===== src/design/itra_pkg.sv =====
`timescale 1ns / 1ps

package itra_pkg;

    localparam int VALUE_BITS   = 32;
    localparam int RADIX_W      = 8;
    localparam int CHAR_W       = 8;
    localparam int DIGIT_W      = 6;
    localparam int CNT_W        = $clog2(VALUE_BITS + 1);
    localparam int STACK_ADDR_W = $clog2(VALUE_BITS);

    localparam logic [RADIX_W-1:0] MIN_BASE   = 8'd2;
    localparam logic [RADIX_W-1:0] MAX_BASE   = 8'd36;
    localparam logic [DIGIT_W-1:0] DEC_DIGITS = 6'd10;
    localparam logic [CHAR_W-1:0]  CHAR_ZERO  = 8'h30;
    localparam logic [CHAR_W-1:0]  CHAR_A     = 8'h41;
    localparam logic [CHAR_W-1:0]  CHAR_MINUS = 8'h2D;
    localparam logic [CHAR_W-1:0]  CHAR_NONE  = 8'h00;

    typedef struct packed {
        logic                  start;
        logic [VALUE_BITS-1:0] dividend;
        logic [DIGIT_W-1:0]    divisor;
    } t_div_req;

    typedef struct packed {
        logic                  done;
        logic [VALUE_BITS-1:0] quotient;
        logic [DIGIT_W-1:0]    remainder;
    } t_div_res;

    function automatic logic [CHAR_W-1:0] digit_char(input logic [DIGIT_W-1:0] d);
        logic [CHAR_W-1:0] d_ext;
        d_ext = {{(CHAR_W-DIGIT_W){1'b0}}, d};
        if (d < DEC_DIGITS) begin
            return CHAR_ZERO + d_ext;
        end else begin
            return CHAR_A + d_ext - {{(CHAR_W-DIGIT_W){1'b0}}, DEC_DIGITS};
        end
    endfunction

endpackage


===== src/design/itra_in_if.sv =====
`timescale 1ns / 1ps

interface itra_in_if import itra_pkg::*; ();
    logic                         valid;
    logic                         ready;
    logic signed [VALUE_BITS-1:0] number_in;
    logic        [RADIX_W-1:0]    radix;

    modport source (output valid, output number_in, output radix, input ready);
    modport sink   (input valid, input number_in, input radix, output ready);
endinterface


===== src/design/itra_out_if.sv =====
`timescale 1ns / 1ps

interface itra_out_if import itra_pkg::*; ();
    logic              valid;
    logic              ready;
    logic [CHAR_W-1:0] char_code;
    logic              last_char;
    logic              bad_radix;

    modport source (output valid, output char_code, output last_char, output bad_radix,
                    input ready);
    modport sink   (input valid, input char_code, input last_char, input bad_radix,
                    output ready);
endinterface


===== src/design/integer_to_radix_ascii.sv =====
`timescale 1ns / 1ps

// Channel | Dir | Payload                               | Beat
// i_in    | in  | number_in[31:0] signed, radix[7:0]    | one value to convert
// o_out   | out | char_code[7:0], last_char, bad_radix  | one character
//
// Each digit costs one pass of the shared 1-bit-per-cycle divider: a load and
// one step per bit; the digit store overlaps the next load. Each digit character
// then takes read, load and hand over, plus any stall; the sign only a hand over.
// A bad base gives its one beat on the cycle after acceptance.
// i_in.ready is high only when idle. Reset is synchronous; no clearing pass.
module integer_to_radix_ascii import itra_pkg::*; (
    input  logic         i_clk,
    input  logic         i_rst_n,
    itra_in_if.sink      i_in,
    itra_out_if.source   o_out
);

    typedef enum logic [4:0] {
        S_IDLE = 5'b00001,
        S_DIV  = 5'b00010,
        S_RD   = 5'b00100,
        S_LD   = 5'b01000,
        S_OUT  = 5'b10000
    } t_state;

    t_state             r_state, n_state;
    logic [CNT_W-1:0]   r_cnt, n_cnt;
    logic               r_neg, n_neg;
    logic [CHAR_W-1:0]  r_char, n_char;
    logic               r_last, n_last;
    logic               r_bad, n_bad;
    logic [DIGIT_W-1:0] r_base, n_base;

    logic                  in_acc;
    logic                  base_bad;
    logic [VALUE_BITS-1:0] raw;
    logic [VALUE_BITS-1:0] mag;
    logic [CNT_W-1:0]      cnt_dec;
    t_div_req              div_req;
    t_div_res              div_res;
    logic                  wr_en;
    logic                  rd_en;
    logic [DIGIT_W-1:0]    rd_data;

    assign in_acc   = i_in.valid && i_in.ready;
    assign base_bad = (i_in.radix < MIN_BASE) || (i_in.radix > MAX_BASE);
    assign raw      = $unsigned(i_in.number_in);
    assign mag      = raw[VALUE_BITS-1] ? (~raw + 1'b1) : raw;
    assign cnt_dec  = r_cnt - 1'b1;

    always_comb begin
        n_state = r_state;
        n_cnt   = r_cnt;
        n_neg   = r_neg;
        n_char  = r_char;
        n_last  = r_last;
        n_bad   = r_bad;
        n_base  = r_base;
        div_req = '0;
        wr_en   = 1'b0;
        rd_en   = 1'b0;

        unique case (r_state)
            S_IDLE: begin
                if (in_acc) begin
                    n_cnt = '0;
                    if (base_bad) begin
                        n_char  = CHAR_NONE;
                        n_last  = 1'b1;
                        n_bad   = 1'b1;
                        n_state = S_OUT;
                    end else begin
                        n_neg            = raw[VALUE_BITS-1];
                        n_base           = i_in.radix[DIGIT_W-1:0];
                        div_req.start    = 1'b1;
                        div_req.dividend = mag;
                        div_req.divisor  = i_in.radix[DIGIT_W-1:0];
                        n_state          = S_DIV;
                    end
                end
            end
            S_DIV: begin
                if (div_res.done) begin
                    wr_en = 1'b1;
                    n_cnt = r_cnt + 1'b1;
                    if (div_res.quotient != '0) begin
                        // feed the quotient back in with the held base
                        div_req.start    = 1'b1;
                        div_req.dividend = div_res.quotient;
                        div_req.divisor  = r_base;
                    end else if (r_neg) begin
                        n_char  = CHAR_MINUS;
                        n_last  = 1'b0;
                        n_bad   = 1'b0;
                        n_state = S_OUT;
                    end else begin
                        n_state = S_RD;
                    end
                end
            end
            S_RD: begin
                rd_en   = 1'b1;
                n_cnt   = cnt_dec;
                n_state = S_LD;
            end
            S_LD: begin
                n_char  = digit_char(rd_data);
                n_last  = (r_cnt == '0);
                n_bad   = 1'b0;
                n_state = S_OUT;
            end
            S_OUT: begin
                if (o_out.ready) begin
                    n_state = (r_cnt == '0) ? S_IDLE : S_RD;
                end
            end
            default: n_state = S_IDLE;
        endcase
    end

    always_ff @(posedge i_clk) begin
        if (!i_rst_n) begin
            r_state <= S_IDLE;
            r_cnt   <= '0;
            r_neg   <= 1'b0;
        end else begin
            r_state <= n_state;
            r_cnt   <= n_cnt;
            r_neg   <= n_neg;
        end
    end

    always_ff @(posedge i_clk) begin
        r_char <= n_char;
        r_last <= n_last;
        r_bad  <= n_bad;
        r_base <= n_base;
    end

    // the divider loads its divisor on every start, so each start carries the base

    itra_div u_div (
        .i_clk   (i_clk),
        .i_rst_n (i_rst_n),
        .i_req   (div_req),
        .o_res   (div_res)
    );

    itra_stack u_stack (
        .i_clk     (i_clk),
        .i_wr_en   (wr_en),
        .i_wr_addr (r_cnt[STACK_ADDR_W-1:0]),
        .i_wr_data (div_res.remainder),
        .i_rd_en   (rd_en),
        .i_rd_addr (cnt_dec[STACK_ADDR_W-1:0]),
        .o_rd_data (rd_data)
    );

    assign i_in.ready      = (r_state == S_IDLE);
    assign o_out.valid     = (r_state == S_OUT);
    assign o_out.char_code = r_char;
    assign o_out.last_char = r_last;
    assign o_out.bad_radix = r_bad;

endmodule


===== src/design/itra_div.sv =====
`timescale 1ns / 1ps

// Restoring divider, one quotient bit per cycle.
module itra_div import itra_pkg::*; (
    input  logic     i_clk,
    input  logic     i_rst_n,
    input  t_div_req i_req,
    output t_div_res o_res
);

    logic                  r_busy;
    logic                  r_done;
    logic [CNT_W-1:0]      r_steps;
    logic [VALUE_BITS-1:0] r_q;
    logic [DIGIT_W-1:0]    r_rem;
    logic [DIGIT_W-1:0]    r_divisor;

    logic [DIGIT_W:0]      trial;
    logic                  fits;
    logic [DIGIT_W:0]      diff;

    always_comb begin
        trial = {r_rem, r_q[VALUE_BITS-1]};
        fits  = trial >= {1'b0, r_divisor};
        diff  = trial - {1'b0, r_divisor};
    end

    always_ff @(posedge i_clk) begin
        if (!i_rst_n) begin
            r_busy  <= 1'b0;
            r_done  <= 1'b0;
            r_steps <= '0;
        end else begin
            r_done <= 1'b0;
            if (i_req.start) begin
                r_busy  <= 1'b1;
                r_steps <= CNT_W'(VALUE_BITS);
            end else if (r_busy) begin
                r_steps <= r_steps - 1'b1;
                if (r_steps == CNT_W'(1)) begin
                    r_busy <= 1'b0;
                    r_done <= 1'b1;
                end
            end
        end
    end

    always_ff @(posedge i_clk) begin
        if (i_req.start) begin
            r_q       <= i_req.dividend;
            r_rem     <= '0;
            r_divisor <= i_req.divisor;
        end else if (r_busy) begin
            r_q   <= {r_q[VALUE_BITS-2:0], fits};
            r_rem <= fits ? diff[DIGIT_W-1:0] : trial[DIGIT_W-1:0];
        end
    end

    assign o_res.done      = r_done;
    assign o_res.quotient  = r_q;
    assign o_res.remainder = r_rem;

endmodule


===== src/design/itra_stack.sv =====
`timescale 1ns / 1ps

// Digit store: digits arrive least significant first and leave in reverse.
module itra_stack import itra_pkg::*; (
    input  logic                    i_clk,
    input  logic                    i_wr_en,
    input  logic [STACK_ADDR_W-1:0] i_wr_addr,
    input  logic [DIGIT_W-1:0]      i_wr_data,
    input  logic                    i_rd_en,
    input  logic [STACK_ADDR_W-1:0] i_rd_addr,
    output logic [DIGIT_W-1:0]      o_rd_data
);

    logic [DIGIT_W-1:0] r_mem [VALUE_BITS];
    logic [DIGIT_W-1:0] r_rd_data;

    always_ff @(posedge i_clk) begin
        if (i_wr_en) begin
            r_mem[i_wr_addr] <= i_wr_data;
        end
        if (i_rd_en) begin
            r_rd_data <= r_mem[i_rd_addr];
        end
    end

    assign o_rd_data = r_rd_data;

endmodule


===== src/flat_wrapper.sv =====
// flat-port wrapper written by rule: the top's interface ports become plain ports
module integer_to_radix_ascii_flat import itra_pkg::*;
  (i_clk, i_rst_n, i_in_valid, i_in_number_in, i_in_radix, i_in_ready, o_out_valid, o_out_char_code, o_out_last_char, o_out_bad_radix, o_out_ready);
  itra_in_if i_in_i ();
  itra_out_if o_out_i ();
  input  logic i_clk;
  input  logic i_rst_n;
  input wire logic [$bits(i_in_i.valid)-1:0] i_in_valid;
  input wire logic [$bits(i_in_i.number_in)-1:0] i_in_number_in;
  input wire logic [$bits(i_in_i.radix)-1:0] i_in_radix;
  output wire logic [$bits(i_in_i.ready)-1:0] i_in_ready;
  output wire logic [$bits(o_out_i.valid)-1:0] o_out_valid;
  output wire logic [$bits(o_out_i.char_code)-1:0] o_out_char_code;
  output wire logic [$bits(o_out_i.last_char)-1:0] o_out_last_char;
  output wire logic [$bits(o_out_i.bad_radix)-1:0] o_out_bad_radix;
  input wire logic [$bits(o_out_i.ready)-1:0] o_out_ready;
  assign i_in_i.valid = i_in_valid;
  assign i_in_i.number_in = i_in_number_in;
  assign i_in_i.radix = i_in_radix;
  assign i_in_ready = i_in_i.ready;
  assign o_out_valid = o_out_i.valid;
  assign o_out_char_code = o_out_i.char_code;
  assign o_out_last_char = o_out_i.last_char;
  assign o_out_bad_radix = o_out_i.bad_radix;
  assign o_out_i.ready = o_out_ready;
  integer_to_radix_ascii u_core (.i_clk(i_clk), .i_rst_n(i_rst_n), .i_in(i_in_i), .o_out(o_out_i));
endmodule

===== config.mk =====
export PLATFORM = sky130hd
export DESIGN_NAME = integer_to_radix_ascii_flat
export DESIGN_NICKNAME = d
export VERILOG_FILES = /design/src/design/itra_pkg.sv /design/src/design/itra_in_if.sv /design/src/design/itra_out_if.sv /design/src/design/integer_to_radix_ascii.sv /design/src/design/itra_div.sv /design/src/design/itra_stack.sv /design/src/flat_wrapper.sv
export SDC_FILE = /design/constraint.sdc
export NUM_CORES = 1
export LEC_CHECK = 0
export ABC_AREA = 0
export BUFFER_PORTS_ARGS = -buffer_cell sky130_fd_sc_hd__buf_2
export CORE_UTILIZATION = 56
export CTS_CLUSTER_DIAMETER = 150
export DETAILED_ROUTE_END_ITERATION = 6
export HOLD_SLACK_MARGIN = 0.02
export MAX_ROUTING_LAYER = met4
export PLACE_DENSITY = 0.74
export SETUP_SLACK_MARGIN = 0.15
export SYNTH_ARGS = -nofsm -noshare
export SYNTH_HDL_FRONTEND = slang
export SYNTH_HIERARCHICAL = 1
export SYNTH_SLANG_ARGS = --single-unit

===== constraint.sdc =====
create_clock -name i_clk -period 2.8 [get_ports i_clk]
set_input_delay 0.28 -clock i_clk [delete_from_list [all_inputs] [get_ports i_clk]]
set_output_delay 0.28 -clock i_clk [all_outputs]
set_load 0.05 [all_outputs]

==> summary.md, run 1 <==
| Metric | Value |
|---|---|
| Run status | `completed` |
| Die Width | `154 um` |
| Post-DP HPWL | `18400 um` |
| GRT Util Overall | `25.2%` |
| Leakage | `5.19 nW` |
| Vias in the first global route | `7726` |
| Crit start category | `flip-flop` |
| Setup-failing EPs final | `0` |
| CTS clk-pin slew, worst paths | `~0.06 ns` |
| Row cnt | `55` |
| Mapped Avg Cell Area | `15.0 um2` |
| # IOs | `56` |
| Final WL | `28200 um` |
| Top FF cell, synth | `edfxtp_1` |
| Overall power | `between 0.01 and 0.015 W` |
| Antenna diode count | `0` |
| Clk Latency, worst-skew pair | `0.55 ns` |
| Worst slew margin | `57.3%` |
| Max Buffers Root-to-Sink | `3` |
| Fin. max-slew vios | `0` |
| Seq/Total Area, Yosys | `62.5%` |
| Antenna Nets Post-Route | `0` |
| Grt total ovfl | `0` |
| Seq cells post-synth | `between 200 and 300` |
| Hold Slack | `0.0616 ns` |
| Initial antenna violation count | `0` |
| H-tree depth | `1` |
| Synth warnings | `6` |
| Min cycle time layout | `roughly 2.6 ns` |
| WP buf/inv | `3` |
| Die height | `154 um` |
| Pwr Density | `between 700 and 800 nW/um2` |
| Post-synth EDFFs | `251` |
| Number of cells after detailed placement | `1216` |
| Slew at the pin with the worst max-slew slack | `approximately 0.64 ns` |
| CTS Sinks | `277` |
| First-pass GRT wire length | `about 44000 um` |
| Final cell count without fillers | `1277` |
| Commonest non-fill, non-tap cells in the layout | `251 x edfxtp_1, 68 x nor2_1, 60 x mux4_2` |
| DRC | `0` |
| Final Net Count | `slightly above 1000` |
| Post-layout util | `66.0%` |
| Fmax | `0.389 GHz` |
| Layout cell share with drive strength beyond 1 | `29.5%` |
| Critical Path AT | `2.85 ns` |
| Delay of the slowest critical-path stage | `0.50 ns` |
| Drt pass-1 iters | `4` |
| FFs w/ async S/R, synth | `0%` |
| Setup TNS | `0 ns` |
| DR vias | `7859` |
| Average wire per standard cell | `between 20 and 25 um` |
| Iter 0 DRT Violations | `560` |
| Synth Cell Area | `12900 um2` |
| Worst path slowest cell | `mux4_2` |
| Crit path max fanout | `21` |
| Clk root buf | `clkbuf_16` |
| Core Area | `22600 um2` |
| CP endpoint kind | `flip-flop` |
| Setup CP Type | `flip-flop to flip-flop` |
| RSZ-0062 raised after global routing | `no` |
| Gpl congestion | `around 0.84` |
| Starting density of the core | `57.1%` |
| Final hold vios | `0` |
| Final period util | `about nine tenths` |
| CTS tree | `done` |
| Worst path most repeated cell | `mux4_2` |
| Class of the worst hold path | `primary input to flip-flop` |
| Synthesized net count | `just over 900` |
| Layout Skew | `0.0199 ns` |
| Vias/cell | `6.15` |
| Crit-path cells | `inv_4, ha_4, xor2_4, buf_12, buf_16, mux4_2, mux4_2, mux2_2` |
| Area of the die | `23600 um2` |
| Max-cap violations | `0` |
| Number of port buffers | `54` |
| Gate Count Post-Synth | `859` |
| Worst Path Required | `slightly above 3 ns` |
| Most common cell after layout, fill and taps aside | `edfxtp_1` |
| Peak VDD IR | `0.472 mV` |
| Area Overhead vs Synth | `15.6%` |
| Synth cell types | `69` |
| Delay-heaviest family, CP | `multiplexers` |
| CTS buffer count | `28` |
| Pin count of the biggest net entering global routing | `52` |
==> flip-flops by register name, indices dropped and copies added (netlist names) <==
name / count
u_core/o_out.bad_radix: 1
u_core/o_out.char_code: 7
u_core/o_out.last_char: 1
u_core/r_base: 6
u_core/r_cnt: 6
u_core/r_neg: 1
u_core/r_state: 5
u_core/u_div/r_busy: 1
u_core/u_div/r_divisor: 6
u_core/u_div/r_done: 1
u_core/u_div/r_q: 32
u_core/u_div/r_rem: 6
u_core/u_div/r_steps: 6
u_core/u_stack/o_rd_data: 6
u_core/u_stack/r_mem: 192
==> metrics by stage <==
stage | worst slack [ns] | instance area (um2)
after floorplan | 0.171 | 12900
after global placement | 0.173 | 13800
after detailed placement | 0.103 | 13800
after CTS | 0.147 | 14800
after global routing | 0.152 | 14900
final | 0.227 | 14900
==> synthesized netlist by cell type, drive strengths merged, types with 2 or more instances <==
library cell | count | area (um2)
nor4 | 14 | 130
nor4b | 3 | 47.5
or2 | 2 | 12.5
edfxtp | 251 | 7540
inv | 28 | 105
o31ai | 10 | 93.8
nand2 | 59 | 221
and3 | 4 | 25.0
dfxtp | 26 | 521
buf | 25 | 156
a22oi | 2 | 15.0
mux2 | 39 | 439
mux2i | 5 | 50.1
nand3 | 12 | 60.1
nor3 | 12 | 65.1
xnor2 | 13 | 114
and2 | 3 | 18.8
clkbuf | 16 | 60.1
a32oi | 2 | 17.5
o21ai | 50 | 250
o211ai | 3 | 22.5
nand4b | 5 | 65.1
mux4 | 60 | 1350
nand3b | 8 | 60.1
nor3b | 2 | 15.0
o21a | 3 | 22.5
o41ai | 7 | 106
nor2b | 8 | 50.1
ha | 15 | 188
nand2b | 4 | 25.0
a211oi | 10 | 80.1
a21oi | 14 | 70.1
nor2 | 68 | 255
o32ai | 2 | 17.5
nand4 | 5 | 31.3
a22o | 10 | 87.6
xor2 | 33 | 289
or3b | 3 | 26.3
or3 | 6 | 37.5
o311ai | 3 | 26.3
==> layer usage <==
layer	up-vias	global-route usage, %	part of all wire, %
li1	3570	-	-
met1	3935	33.0	42
met2	300	40.3	48
met3	54	4.09	6.7
met4	0	8.71	3.0
met5	-	-	0
==> path summary, 6_finish.rpt <==
kind | start | endpoint | slack (ns) | cells past startpoint
worst min-delay path | i_in_valid | u_core/r_state[0]$_SDFFE_PN1P_ | 0.06 | 3
worst min register to register | u_core/r_neg$_SDFFE_PN0P_ | u_core/r_neg$_SDFFE_PN0P_ | 0.49 | 2
worst max-delay path | u_core/r_cnt[0]$_SDFFE_PN0P_ | u_core/u_stack/o_rd_data[1]$_DFFE_PP_ | 0.23 | 8
worst max register to register | u_core/r_cnt[0]$_SDFFE_PN0P_ | u_core/u_stack/o_rd_data[1]$_DFFE_PP_ | 0.23 | 8
==> cell families (layout without fill, tap and decap cells) <==
group	count (synthesis)	after routing	synth area share [%]
mux	104	104	14.3
flops	277	277	62.5
buf+inv	70	203	2.52
xor+xnor	46	46	3.13
compound gates	125	125	6.87
other cells	1	1	0.0291
fa+ha+maj	16	16	1.61
simple gates	220	220	9.05
==> power by group <==
| part | internal [W] | switching, W | total, W | leakage, nW |
|---|---|---|---|---|
| logic | 0.000990 | 0.00151 | 0.00250 | 2.24 |
| registers | 0.00509 | 0.0000994 | 0.00519 | 2.50 |
| clock network | 0.00220 | 0.00155 | 0.00375 | 0.457 |
==> final cells by class <==
class                           instances  area (um2)
Fill cell                            1571        7670
Clock inverter                         17         175
Sequential cell                       277        8060
Clock buffer                           35         758
Multi-Input combinational cell        512        4550
Inverter                               29         111
Tap cell                              285         357
Timing Repair Buffer                  122         891
==> worst reg2reg max path, stage by stage, from the launching register on <==
cell	delay [ns]
dfxtp_2	0.42
inv_4	0.09
ha_4	0.19
xor2_4	0.21
buf_12	0.14
buf_16	0.17
mux4_2	0.30
mux4_2	0.50
mux2_2	0.28
==> timing repair <==
action	in CTS	in global routing
setup buffers	0	1
hold buffers	6	0
endpoints found under the setup margin	6	6
gates resized for setup	3	3
gates cloned	1	1
hold endpoints to repair	6	0
Note: power is estimated with default switching activity, not from simulation.
==> run 2: changes to the inputs <==
ABC_AREA = 1   (was 0)
==> summary.md, run 2 <==
| Metric | Value |
|---|---|
| Final period util | `87.4% (was 91.9%)` |
| Synth area leader | `edfxtp_1 (unchanged)` |
| Delay of the slowest critical-path stage | `0.37 ns (was 0.50 ns)` |
| WP buf/inv | `4 (was 3)` |
| CP endpoint kind | `flip-flop (unchanged)` |
| Vias/cell | `5.51 (was 6.15)` |
| # IOs | `56 (unchanged)` |
| Post-synth EDFFs | `251 (unchanged)` |
| Layout cell share with drive strength beyond 1 | `10.5% (was 29.5%)` |
| Post-layout util | `63.5% (was 66.0%)` |
| Worst r2r src | `u_core/r_state[3]$_SDFFE_PN0P_ (was u_core/r_cnt[0]$_SDFFE_PN0P_)` |
| Antenna Nets Post-Route | `0 (unchanged)` |
| Class of the worst hold path | `primary input to flip-flop (unchanged)` |
| Leakage | `6.31 nW (was 5.19 nW)` |
| CTS clk-pin slew, worst paths | `0.06 ns (about the same)` |
| Synth Cell Area | `13800 um2 (was 12900 um2)` |
| Synth top area cells | `edfxtp_1 55%, nand2_1 15%, nand3_1 8.4% (was edfxtp_1 58%, mux4_2 10%, dfxtp_1 4.0%)` |
| First-pass GRT wire length | `52500 um (was 44200 um)` |
| Layout Skew | `0.0129 ns (was 0.0199 ns)` |
| Die height | `159 um (was 154 um)` |
| Top-count cell post-synth | `nand2_1 (was edfxtp_1)` |
| Main combinational cell family by area after synthesis | `simple AND/OR/NAND/NOR gates (was multiplexers)` |
| FFs w/ async S/R, synth | `0% (unchanged)` |
| Run status | `completed (unchanged)` |
| Seq cells post-synth | `277 (unchanged)` |
| Slew at the pin with the worst max-slew slack | `0.974 ns (was 0.641 ns)` |
| R2R Path End | `u_core/u_div/r_q[11]$_DFFE_PP_ (was u_core/u_stack/o_rd_data[1]$_DFFE_PP_)` |
| CTS Sinks | `277 (unchanged)` |
| Peak VDD IR | `0.609 mV (was 0.472 mV)` |
| RSZ-0062 raised after global routing | `yes (was no)` |
| DR vias | `10800 (was 7859)` |
| Starting density of the core | `56.8% (was 57.1%)` |
| Worst Path Required | `3.10 ns (was 3.08 ns)` |
| Fin. max-slew vios | `0 (unchanged)` |
| Row cnt | `57 (was 55)` |
| Iter 0 DRT Violations | `1242 (was 560)` |
| Vias in the first global route | `10200 (was 7726)` |
| Setup-failing EPs final | `0 (unchanged)` |
| Antenna diode count | `0 (unchanged)` |
| Post-Synth Adder-Cell Area | `1.51% (was 1.61%)` |
| Register area | `8060 um2 (about the same)` |
| Final WL | `32600 um (was 28200 um)` |
| Area of the die | `25200 um2 (was 23600 um2)` |
| Synth warnings | `6 (unchanged)` |
| CTS buffer count | `29 (was 28)` |
| Post-synth top cells | `565 x nand2_1, 251 x edfxtp_1, 232 x nand3_1 (was 251 x edfxtp_1, 68 x nor2_1, 60 x mux4_2)` |
| Crit path from | `u_core/r_state[3]$_SDFFE_PN0P_ (was u_core/r_cnt[0]$_SDFFE_PN0P_)` |
| Crit path max fanout | `26 (was 21)` |
| Pre-CTS worst setup slack | `0.280 ns (was 0.103 ns)` |
| Initial antenna violation count | `0 (unchanged)` |
| Fraction of the mapped netlist area in simple logic gates | `29.8% (was 9.05%)` |
| Min cycle time layout | `2.45 ns (was 2.57 ns)` |
| DRC | `0 (unchanged)` |
| Max-cap violations | `0 (unchanged)` |
| Setup TNS | `0 ns (unchanged)` |
| Drt pass-1 iters | `5 (was 4)` |
| Crit-path cells | `nor2_4, nand3_2, inv_2, nand3_4, inv_2, nand2_4, o21ai_2, clkinv_1, buf_4, nand2_1, nand2_1 (was inv_4, ha_4, xor2_4, buf_12, buf_16, mux4_2, mux4_2, mux2_2)` |
| Commonest non-fill, non-tap cells in the layout | `565 x nand2_1, 251 x edfxtp_1, 232 x nand3_1 (was 251 x edfxtp_1, 68 x nor2_1, 60 x mux4_2)` |
| Fin worst setup slack | `0.352 ns (was 0.227 ns)` |
| Post-DP HPWL | `21400 um (was 18400 um)` |
| Most common cell after layout, fill and taps aside | `nand2_1 (was edfxtp_1)` |
| Worst setup path end | `u_core/u_div/r_q[11]$_DFFE_PP_ (was u_core/u_stack/o_rd_data[1]$_DFFE_PP_)` |
| Xor/xnor share of the synthesized area | `1.21% (was 3.13%)` |
| Average wire per standard cell | `16.7 um (was 22.1 um)` |
| Multi-input logic area | `4960 um2 (was 4550 um2)` |
| Pwr Density | `885 nW/um2 (was 768 nW/um2)` |
| Synth cell types | `44 (was 69)` |
| Worst path slowest cell | `dfxtp_1 (was mux4_2)` |
| Pin count of the biggest net entering global routing | `97 (was 52)` |
| Clk root buf | `clkbuf_16 (unchanged)` |
| Number of port buffers | `54 (unchanged)` |
| R2r setup slk | `0.35 ns (was 0.23 ns)` |
| Die Width | `159 um (was 154 um)` |
| Critical Path AT | `2.74 ns (was 2.85 ns)` |
| CP Depth | `11 (was 8)` |
| Crit start category | `flip-flop (unchanged)` |
| Gpl congestion | `1.02 (was 0.836)` |
| Post-CTS setup buffer count | `0 (unchanged)` |
| FILL cells | `1984 (was 1571)` |
| H-tree depth | `1 (unchanged)` |
| Setup CP Type | `flip-flop to flip-flop (unchanged)` |
| Mapped Avg Cell Area | `9.00 um2 (was 15.0 um2)` |
| Synthesized net count | `1591 (was 919)` |
| Delay-heaviest family, CP | `buffers and inverters (was multiplexers)` |
| Worst slew margin | `35.0% (was 57.3%)` |
| Overall power | `0.0136 W (was 0.0114 W)` |
| Final Net Count | `1664 (was 1030)` |
| Clk Latency, worst-skew pair | `0.54 ns (was 0.55 ns)` |
| Gate Count Post-Synth | `1531 (was 859)` |
| Mux contribution to synthesized area | `0% (was 14.3%)` |
| GRT Util Overall | `26.8% (was 25.2%)` |
| Synth top area share | `54.7% (was 58.5%)` |
| Fmax | `0.408 GHz (was 0.389 GHz)` |
| Top FF cell, synth | `edfxtp_1 (unchanged)` |
| Area Overhead vs Synth | `11.7% (was 15.6%)` |
| Seq/Total Area, Yosys | `58.5% (was 62.5%)` |
| Final hold vios | `0 (unchanged)` |
| Core Area | `24200 um2 (was 22600 um2)` |
| Max Buffers Root-to-Sink | `3 (unchanged)` |
| Top reg by flops | `u_core/u_stack/r_mem (unchanged)` |
| Worst-case reg-to-reg path depth | `11 (was 8)` |
| Final cell count without fillers | `1950 (was 1277)` |
| Grt total ovfl | `0 (unchanged)` |
| Synth Area in Compound Gates | `3.29% (was 6.87%)` |
| Largest register FFs | `192 (unchanged)` |
| Number of cells after detailed placement | `1890 (was 1216)` |
| CTS tree | `done (unchanged)` |
-- run 2: cell types whose count changed after synthesis, sizes merged, moves of 11 or more --
cell,change
inv,+81
buf,+21
nor2,+64
nand2,+511
mux2,-39
mux4,-60
nor4,-11
nand3,+224
xnor2,-11
xor2,-16
-- run 2: kinds of logic after synthesis --
family / after synthesis
other cells: 1
xor+xnor: 19
compound gates: 82
simple gates: 966
buf+inv: 170
fa+ha+maj: 16
flops: 277
-- run 2: what timing repair did --
action	in CTS	in global routing
endpoints found under the hold margin	6	0
resized for setup	0	1
hold buffers	6	0
setup endpoints to repair	0	25
-- run 2: metrics by stage --
step / hold slack, ns / area, um2
floorplan: 0.378 / 13800
global placement: 0.454 / 14400
detailed placement: 0.469 / 14400
CTS: 0.0384 / 15400
global route: 0.0520 / 15400
finish: 0.0471 / 15400
-- run 2: layout make-up --
cell class                 instances  area share (%)
multi-input combinational       1084            32.2
clock buffer                      39            5.02
clock inverter                    14           0.886
inverter                         110            2.74
timing repair buffer             101            4.14
sequential                       277            52.3
tap                              324            2.63
timing repair inverter             1          0.0488
-- run 2: where the power goes --
group	leakage [nW]	switching, W	internal, W
clock	0.444	0.00151	0.00219
sequential	2.52	0.000177	0.00516
combinational	3.35	0.00331	0.00126
total	6.31	0.00501	0.00862
-- run 2: how the worst min path moves through the flow --
stage,from,endpoint,slack [ns],cells after the start
after floorplan,i_rst_n,u_core/u_div/r_steps[5]$_SDFFE_PN0P_,0.38,2
after global placement,u_core/r_neg$_SDFFE_PN0P_,u_core/r_neg$_SDFFE_PN0P_,0.45,2
after detailed placement,u_core/r_neg$_SDFFE_PN0P_,u_core/r_neg$_SDFFE_PN0P_,0.47,2
after CTS,o_out_ready,u_core/r_state[4]$_SDFFE_PN0P_,0.04,4
after global routing,o_out_ready,u_core/r_state[4]$_SDFFE_PN0P_,0.05,4
final,o_out_ready,u_core/r_state[4]$_SDFFE_PN0P_,0.05,4
-- run 2: metal layers --
layer	share of wire, %	global-route usage (%)
met2	47	42.9
met3	7.7	3.08
met1	43	36.8
met4	2.0	6.38
met5	0	-
-- run 2: worst reg2reg max path, delay by kind of cell (launching register included) --
family                 cells  cell delay, ns
buffers and inverters      4            0.88
AND/OR/NAND/NOR            6            0.79
flip-flops                 1            0.37
AO/OA/AOI/OAI              1            0.17
